--- config.mk ---
export PLATFORM = sky130hd
export DESIGN_NAME = tqle_ctrl
export DESIGN_NICKNAME = d
export VERILOG_FILES = /design/src/sv/tqle_pkg.sv /design/src/sv/tqle_ctrl.sv
export SDC_FILE = /design/constraint.sdc
export NUM_CORES = 1
export LEC_CHECK = 0
export ABC_AREA = 1
export ABC_CLOCK_PERIOD_IN_PS = 1500
export BUFFER_PORTS_ARGS = -buffer_cell sky130_fd_sc_hd__buf_2
export CAP_MARGIN = 20
export CORE_ASPECT_RATIO = 1.25
export CORE_MARGIN = 1
export CORE_UTILIZATION = 51
export DETAILED_ROUTE_END_ITERATION = 8
export PLACE_DENSITY = 0.81
export SYNTH_ARGS = -nofsm -noshare
export SYNTH_HDL_FRONTEND = slang
export SYNTH_SLANG_ARGS = --single-unit
--- constraint.sdc ---
create_clock -name clock -period 1.5 [get_ports clock]
set_input_delay 0.075 -clock clock [delete_from_list [all_inputs] [get_ports clock]]
set_output_delay 0.075 -clock clock [all_outputs]
set_load 0.005 [all_outputs]
--- src/sv/tqle_pkg.sv ---
`timescale 1ns / 1ps

package tqle_pkg;

   // field widths
   localparam int STATE_W     = 10;
   localparam int ACTION_W    = 5;
   localparam int VALUE_W     = 32;
   localparam int FACTOR_W    = 17;
   localparam int CSR_INDEX_W = 1;

   // request beat layout (tdata), lowest bit first
   localparam int REQ_DATA_W     = 64;
   localparam int REQ_USER_W     = 1;
   localparam int REQ_ST_LSB     = 0;
   localparam int REQ_ACT_LSB    = 10;
   localparam int REQ_REWARD_LSB = 15;
   localparam int REQ_NST_LSB    = 47;
   localparam int REQ_NVALID_BIT = 57;

   // response beat layout (tdata)
   localparam int RSP_DATA_W = 40;
   localparam int RSP_PAD_W  = RSP_DATA_W - ACTION_W - VALUE_W;

   // fixed point
   localparam int FRAC_W     = 16;
   localparam int ROUND_BIAS = 32768;
   localparam int GPROD_W    = 50;   // 32b value times 18b signed factor
   localparam int DELTA_W    = 35;
   localparam int APROD_W    = 53;   // 35b delta times 18b signed factor
   localparam int SUM_W      = 37;

   localparam logic [FACTOR_W-1:0] ONE_Q16     = 17'd65536;
   localparam logic [FACTOR_W-1:0] ALPHA_RESET = 17'd6554;
   localparam logic [FACTOR_W-1:0] GAMMA_RESET = 17'd58982;

   localparam logic signed [VALUE_W-1:0] Q_MAX = 32'sh7fff_ffff;
   localparam logic signed [VALUE_W-1:0] Q_MIN = 32'sh8000_0000;

   // operation codes
   localparam logic OP_UPDATE = 1'b0;
   localparam logic OP_QUERY  = 1'b1;

   // register indexes
   localparam logic [CSR_INDEX_W-1:0] CSR_ALPHA = 1'b0;
   localparam logic [CSR_INDEX_W-1:0] CSR_GAMMA = 1'b1;

   // controller to datapath
   typedef struct packed {
      logic clear;
      logic load;
      logic scan_issue;
      logic mul_g;
      logic delta;
      logic mul_a;
      logic write;
      logic emit;
   } dp_cmd_type;

   // datapath to controller
   typedef struct packed {
      logic clear_last;
      logic scan_last;
      logic is_query;
      logic st_ok;
      logic act_ok;
      logic next_ok;
   } dp_status_type;

endpackage

--- src/sv/tqle_ctrl.sv ---
`timescale 1ns / 1ps

module tqle_ctrl import tqle_pkg::*; (
   input  logic          clock,
   input  logic          reset,
   input  logic          req_tvalid,
   output logic          req_tready,
   output logic          rsp_tvalid,
   input  logic          rsp_tready,
   output dp_cmd_type    cmd,
   input  dp_status_type status
);

   typedef enum logic [10:0] {
      S_CLEAR    = 11'b000_0000_0001,
      S_IDLE     = 11'b000_0000_0010,
      S_CHECK    = 11'b000_0000_0100,
      S_SCAN     = 11'b000_0000_1000,
      S_SCAN_END = 11'b000_0001_0000,
      S_READ     = 11'b000_0010_0000,
      S_MUL_G    = 11'b000_0100_0000,
      S_DELTA    = 11'b000_1000_0000,
      S_MUL_A    = 11'b001_0000_0000,
      S_WRITE    = 11'b010_0000_0000,
      S_RESP     = 11'b100_0000_0000
   } state_type;

   state_type state_ff, state_in;
   logic      rsp_valid_ff, rsp_valid_in;
   logic      rsp_free;

   // output slot can take a result this cycle
   assign rsp_free = !rsp_valid_ff || rsp_tready;

   // sequencing
   always_comb begin
      cmd        = '0;
      state_in   = state_ff;
      req_tready = 1'b0;
      case (state_ff)
         S_CLEAR: begin
            cmd.clear = 1'b1;
            if (status.clear_last) begin
               state_in = S_IDLE;
            end
         end
         S_IDLE: begin
            req_tready = 1'b1;
            if (req_tvalid) begin
               cmd.load = 1'b1;
               state_in = S_CHECK;
            end
         end
         S_CHECK: begin
            if (status.is_query) begin
               state_in = status.st_ok ? S_SCAN : S_RESP;
            end else if (!(status.st_ok && status.act_ok)) begin
               state_in = S_RESP;
            end else begin
               state_in = status.next_ok ? S_SCAN : S_READ;
            end
         end
         S_SCAN: begin
            cmd.scan_issue = 1'b1;
            if (status.scan_last) begin
               state_in = S_SCAN_END;
            end
         end
         S_SCAN_END: begin
            state_in = status.is_query ? S_RESP : S_READ;
         end
         S_READ: begin
            state_in = S_MUL_G;
         end
         S_MUL_G: begin
            cmd.mul_g = 1'b1;
            state_in  = S_DELTA;
         end
         S_DELTA: begin
            cmd.delta = 1'b1;
            state_in  = S_MUL_A;
         end
         S_MUL_A: begin
            cmd.mul_a = 1'b1;
            state_in  = S_WRITE;
         end
         S_WRITE: begin
            cmd.write = 1'b1;
            state_in  = S_RESP;
         end
         S_RESP: begin
            if (rsp_free) begin
               cmd.emit = 1'b1;
               state_in = S_IDLE;
            end
         end
         default: begin
            state_in = S_IDLE;
         end
      endcase
   end

   // response valid flag
   always_comb begin
      rsp_valid_in = rsp_valid_ff;
      if (cmd.emit) begin
         rsp_valid_in = 1'b1;
      end else if (rsp_tready) begin
         rsp_valid_in = 1'b0;
      end
   end

   always_ff @(posedge clock) begin
      if (reset) begin
         state_ff     <= S_CLEAR;
         rsp_valid_ff <= 1'b0;
      end else begin
         state_ff     <= state_in;
         rsp_valid_ff <= rsp_valid_in;
      end
   end

   assign rsp_tvalid = rsp_valid_ff;

endmodule

* Word level (Yosys, flattened, before mapping)
Cells that the tools add are included.
Storage, ports and cells: flip-flop bits (word level) 12, word-level logic and storage cells 45, output and inout port bits 10, memory bits (writable) 0, ROM bits 0, input port bits 10, latch bits 0, memories kept 0
Operators by class: eq/ne operators 15, $mul 0, $lt $le $gt $ge 0, shifts and indexed selects 0, div/mod/pow operators 0, bitwise operators 0, add/sub/neg operators 0, mux-type cells 23, reductions and logical operators 5
Operators with widths (count):
- case mux 11 bit (11 select lines) | 1
- two-way mux 11 bit | 8
- two-way mux 1 bit | 13
- equality test 11 x 1 -> 1 bit (second input constant) | 1
- equality test 11 x 10 -> 1 bit (second input constant) | 1
- equality test 11 bit (second input constant) | 1
- equality test 11 x 2 -> 1 bit (second input constant) | 1
- equality test 11 x 3 -> 1 bit (second input constant) | 1
- equality test 11 x 4 -> 1 bit (second input constant) | 1
- equality test 11 x 5 -> 1 bit (second input constant) | 1
- equality test 11 x 6 -> 1 bit (second input constant) | 1
- equality test 11 x 7 -> 1 bit (second input constant) | 1
- equality test 11 x 8 -> 1 bit (second input constant) | 1
- equality test 11 x 9 -> 1 bit (second input constant) | 1
- inequality test 2 bit (second input constant) | 4
- two-way mux 6 bit | 1
- AND reduction 4 bit | 1
- nonzero test 2 bit | 1
- logical AND 1 bit | 1
- logical NOT 1 bit | 1
- logical OR 1 bit | 1

* Logic depth before layout (Yosys ltp)
depth after elaboration 5, gate-level depth with buffers 8, mapped depth without buffers 8

* Worst setup path after synthesis
OpenSTA, ideal clock, no wires.
path kind flip-flop to flip-flop, start reg state_ff[6], end reg state_ff[1], stages on the path, launching flop included 9, arrival 1.083 ns, library setup time 0.114 ns, clock period less this slack 1.198 ns, required time 1.386 ns, slack 0.302 ns, path buffers 0, cells stage by stage dfxtp_1 -> nor2_2 -> nand2_4 -> nor2_8 -> nand3_2 -> nand2_1 -> nor2_4 -> nand4_2 -> a21oi_2
Between the ends: longest elaborated chain between the ends 3
RTL lines:
- start, declared | line tqle_ctrl.sv:28 | state_type state_ff, state_in;
- start signal, assigned | line tqle_ctrl.sv:118 | state_ff <= state_in;
- equality test 11 bit, or another cell as far along | line tqle_ctrl.sv:40 | case (state_ff)
- inequality test 2 bit (no line)
- AND reduction 4 bit (no line)
Several ways; a longest one is shown, not always the timed one. A chain may end at the register's enable or synchronous reset.

==> run_summary.xml <==
<?xml version="1.0" encoding="UTF-8"?>
<metrics>
  <group name="status">
    <metric name="result_of_the_run" unit="">completed</metric>
  </group>
  <group name="synthesis">
    <metric name="ys_seq_elements" unit="">12</metric>
    <metric name="yosys.cell_types.count" unit="">24</metric>
    <metric name="ys_seq_area_share" unit="%">29.05</metric>
    <metric name="count_of_flip_flops_with_a_built_in_enable_after_synthesis" unit="">0</metric>
    <metric name="async_flop_share" unit="%">0</metric>
    <metric name="synthCells" unit="">120</metric>
    <metric name="ys.flop_type" unit="">dfxtp_1</metric>
    <metric name="syn-mean-instance-area" unit="um^2">6.892</metric>
    <metric name="yosysMostFrequentCell" unit="">inv_1</metric>
    <metric name="yosysTopAreaCell" unit="">dfxtp_1</metric>
    <metric name="mappedNetlistNets" unit="">130</metric>
    <metric name="netlist.area_leader.share" unit="%">29.05</metric>
    <metric name="netlist_area" unit="um^2">827.0</metric>
    <metric name="synth_top_cells_by_area" unit="">dfxtp_1, inv_1, nand2_1</metric>
    <metric name="synthTopCellsByCount" unit="">inv_1, nand2_1, nor2_1</metric>
    <metric name="synth_warnings" unit="">0</metric>
  </group>
  <group name="worst_setup_path">
    <metric name="worst-setup-path-type" unit="">register to output pin</metric>
    <metric name="cp_data_arrival_time" unit="ns">1.35</metric>
    <metric name="worst_setup_path_start_kind" unit="">register</metric>
    <metric name="timing.critical_path.cells" unit="">nor2_4 &gt; nand2_4 &gt; nor2_8 &gt; nand2_1 &gt; inv_1 &gt; buf_2</metric>
    <metric name="crit_slowest_cell" unit="">dfxtp_1</metric>
    <metric name="worst-r2r-setup-slack" unit="ns">0.20</metric>
    <metric name="cp-end-kind" unit="">output pin</metric>
    <metric name="rr_worst_depth" unit="">8</metric>
    <metric name="worst-endpoint-required" unit="ns">1.42</metric>
    <metric name="slowest_stage_delay_on_critical_path" unit="ns">0.34</metric>
    <metric name="rr_startpoint" unit="">state_ff[7]</metric>
    <metric name="rr_endpoint" unit="">state_ff[1]</metric>
    <metric name="cp_max_fo" unit="">7</metric>
  </group>
  <group name="floorplanning">
    <metric name="die_h" unit="um">47.03</metric>
    <metric name="initial_utilization" unit="%">57.23</metric>
    <metric name="dieArea" unit="um^2">1788</metric>
    <metric name="rows" unit="">15</metric>
    <metric name="io_pins" unit="">20</metric>
    <metric name="floorplan.core_area" unit="um^2">1445</metric>
    <metric name="chipWidth" unit="um">38.02</metric>
  </group>
  <group name="sta">
    <metric name="worst_slack" unit="ns">0.07275</metric>
    <metric name="slew_violations" unit="">0</metric>
    <metric name="setup_viol" unit="">0</metric>
    <metric name="hold_viol" unit="">0</metric>
    <metric name="timing.fmax" unit="GHz">0.7007</metric>
    <metric name="period_share" unit="%">95.15</metric>
    <metric name="period_needed" unit="ns">1.427</metric>
    <metric name="whs" unit="ns">0.04510</metric>
    <metric name="clock_skew" unit="ns">0.001594</metric>
    <metric name="timing.setup.tns" unit="ns">0</metric>
    <metric name="rsz0062_at_grt" unit="">no</metric>
    <metric name="worst_slew_margin_rel" unit="%">79.13</metric>
    <metric name="tightestPinTransition" unit="ns">0.3124</metric>
  </group>
  <group name="global_routing">
    <metric name="maximum_number_of_pins_on_one_net_before_global_route_repair" unit="">8</metric>
    <metric name="antenna_found_initial" unit="">0</metric>
    <metric name="grt_overflow_total" unit="">0</metric>
    <metric name="wire_length_of_the_first_global_routing_pass" unit="mm">2.704</metric>
    <metric name="first_global_vias" unit="">722</metric>
    <metric name="grt_util_all_layers" unit="%">21.62</metric>
  </group>
  <group name="cells_and_area">
    <metric name="utilization" unit="%">67.53</metric>
    <metric name="fraction_of_layout_cells_with_a_size_suffix_above_1" unit="%">33.33</metric>
    <metric name="multi_input_area" unit="um^2">490.5</metric>
    <metric name="finalNonFillerCells" unit="">158</metric>
    <metric name="post-route-cell-area" unit="um^2">975.9</metric>
    <metric name="nets" unit="">153</metric>
    <metric name="insertedDiodeCount" unit="">0</metric>
    <metric name="nFillCells" unit="">128</metric>
    <metric name="layout-area-overhead-vs-synth" unit="%">18.00</metric>
    <metric name="sequential_cell_area" unit="um^2">240.2</metric>
  </group>
  <group name="route">
    <metric name="detail_route.vias_per_cell" unit="">4.880</metric>
    <metric name="drc" unit="">0</metric>
    <metric name="routed_wirelength" unit="mm">1.629</metric>
    <metric name="via_count" unit="">771</metric>
    <metric name="drt-initial-drc-count" unit="">10</metric>
    <metric name="residual_antenna_violating_net_count_after_detailed_routing" unit="">0</metric>
    <metric name="first_pass_drt_iterations" unit="">6</metric>
    <metric name="wl_per_cell" unit="um">10.31</metric>
  </group>
  <group name="cts">
    <metric name="cts.path.max_buffers" unit="">2</metric>
    <metric name="cts_setup_buffers" unit="">0</metric>
    <metric name="tritoncts_clock_tree" unit="">built</metric>
    <metric name="cts_inserted_buffers" unit="">3</metric>
    <metric name="cts-hold-fix-buffers" unit="">0</metric>
    <metric name="root_buffer" unit="">clkbuf_4</metric>
    <metric name="cts.sinks" unit="">12</metric>
    <metric name="clock_tree.htree_level_count" unit="">1</metric>
    <metric name="worst_skew_pair.late_latency" unit="ns">0.27</metric>
    <metric name="ctsResizeCount" unit="">0</metric>
    <metric name="clkSlewWorstSetupHoldPaths" unit="ns">0.07</metric>
  </group>
  <group name="placement">
    <metric name="gp_congestion" unit="">0.8683</metric>
    <metric name="place_inst" unit="">155</metric>
    <metric name="post-dp-hpwl" unit="mm">1.293</metric>
    <metric name="dpl-instance-area" unit="um^2">935.9</metric>
    <metric name="port_buffers" unit="">19</metric>
    <metric name="detailedPlace.worstSlack" unit="ns">0.2098</metric>
  </group>
  <group name="job">
    <metric name="cap_viol_max_count" unit="">0</metric>
  </group>
  <group name="min_path">
    <metric name="worstHoldPathType" unit="">primary input to register</metric>
    <metric name="hold_path.startpoint" unit="">reset</metric>
    <metric name="worst_hold_path.endpoint" unit="">state_ff[1]</metric>
    <metric name="worst_hold_path.num_cells" unit="">2</metric>
  </group>
  <group name="pwr">
    <metric name="power.static_leakage" unit="nW">0.5803</metric>
    <metric name="power.density" unit="nW/um^2">670.9</metric>
    <metric name="ir_drop" unit="mV">0.5017</metric>
    <metric name="design_power" unit="uW">654.8</metric>
  </group>
</metrics>
-- cell usage in the layout (no fill, tap or decap) --
cell type,netlist,final
dfxtp_1,12,12
nor2_8,1,1
buf_2,0,19
a21oi_1,2,2
nand2_2,1,2
nor4_1,1,1
o31ai_2,1,1
o21ai_0,1,1
clkinv_2,1,1
nand2_1,24,23
nor3_4,1,1
inv_1,27,27
clkbuf_4,0,3
nand3_1,7,7
nand2_4,4,4
and2_1,1,1
nor2_4,4,6
nor3b_1,1,1
nor2_2,3,3
nand3_2,4,4
nor2_1,17,15
a21oi_2,1,1
nand4_2,1,1
nor3_1,3,3
o2111ai_1,1,1
-- cell families (layout without fill, tap and decap cells) --
family          Yosys count  count (layout)  share of synthesized area (%)
buf+inv                  29              50                          13.77
simple gates             73              73                          51.74
flops                    12              12                          29.05
compound gates            6               6                          5.446
-- critical path: cells and delay by family, from the launching register on --
kind | cells | cell delay [ns]
DFF | 1 | 0.34
and+or+nand+nor | 4 | 0.54
buffers and inverters | 2 | 0.19
-- report_power, final --
group | internal (mW) | switching (mW) | leakage [nW]
Clock | 0.0932 | 0.103 | 0.0138
Sequential | 0.326 | 0.00606 | 0.0974
Combinational | 0.0489 | 0.0774 | 0.469
Total | 0.468 | 0.186 | 0.580
-- cell type report --
| cell class | count | area share (%) |
|---|---|---|
| Timing Repair Buffer | 19 | 9.744 |
| Sequential cell | 12 | 24.62 |
| Multi-Input combinational cell | 79 | 50.26 |
| Clock buffer | 3 | 2.308 |
| Inverter | 28 | 10.90 |
| Tap cell | 17 | 2.179 |
-- how the worst max path moves through the flow --
stage                      startpoint           to  slack, ns  depth (start not counted)
after floorplan           state_ff[6]  state_ff[1]       0.30                          8
after global placement    state_ff[6]  state_ff[1]       0.25                          8
after detailed placement  state_ff[6]  state_ff[1]       0.21                          8
after CTS                 state_ff[6]       cmd[6]       0.03                          6
after global routing      state_ff[7]       cmd[6]      0.009                          6
final                     state_ff[7]       cmd[5]       0.07                          6
-- sequential cells by signal, indices dropped and copies added, names as in the netlist --
signal,flops
state_ff,11
rsp_tvalid,1
-- routing by layer --
metal	track usage, %	up-vias	routed length (um)	part of all wire, %
met5	0	-	0	0
met4	12.86	0	34	2.1
met3	2.844	5	73	4.5
met2	37.63	22	825	51
met1	25.00	338	696	43
li1	-	406	-	-
Note: power is estimated with default switching activity, not from simulation.
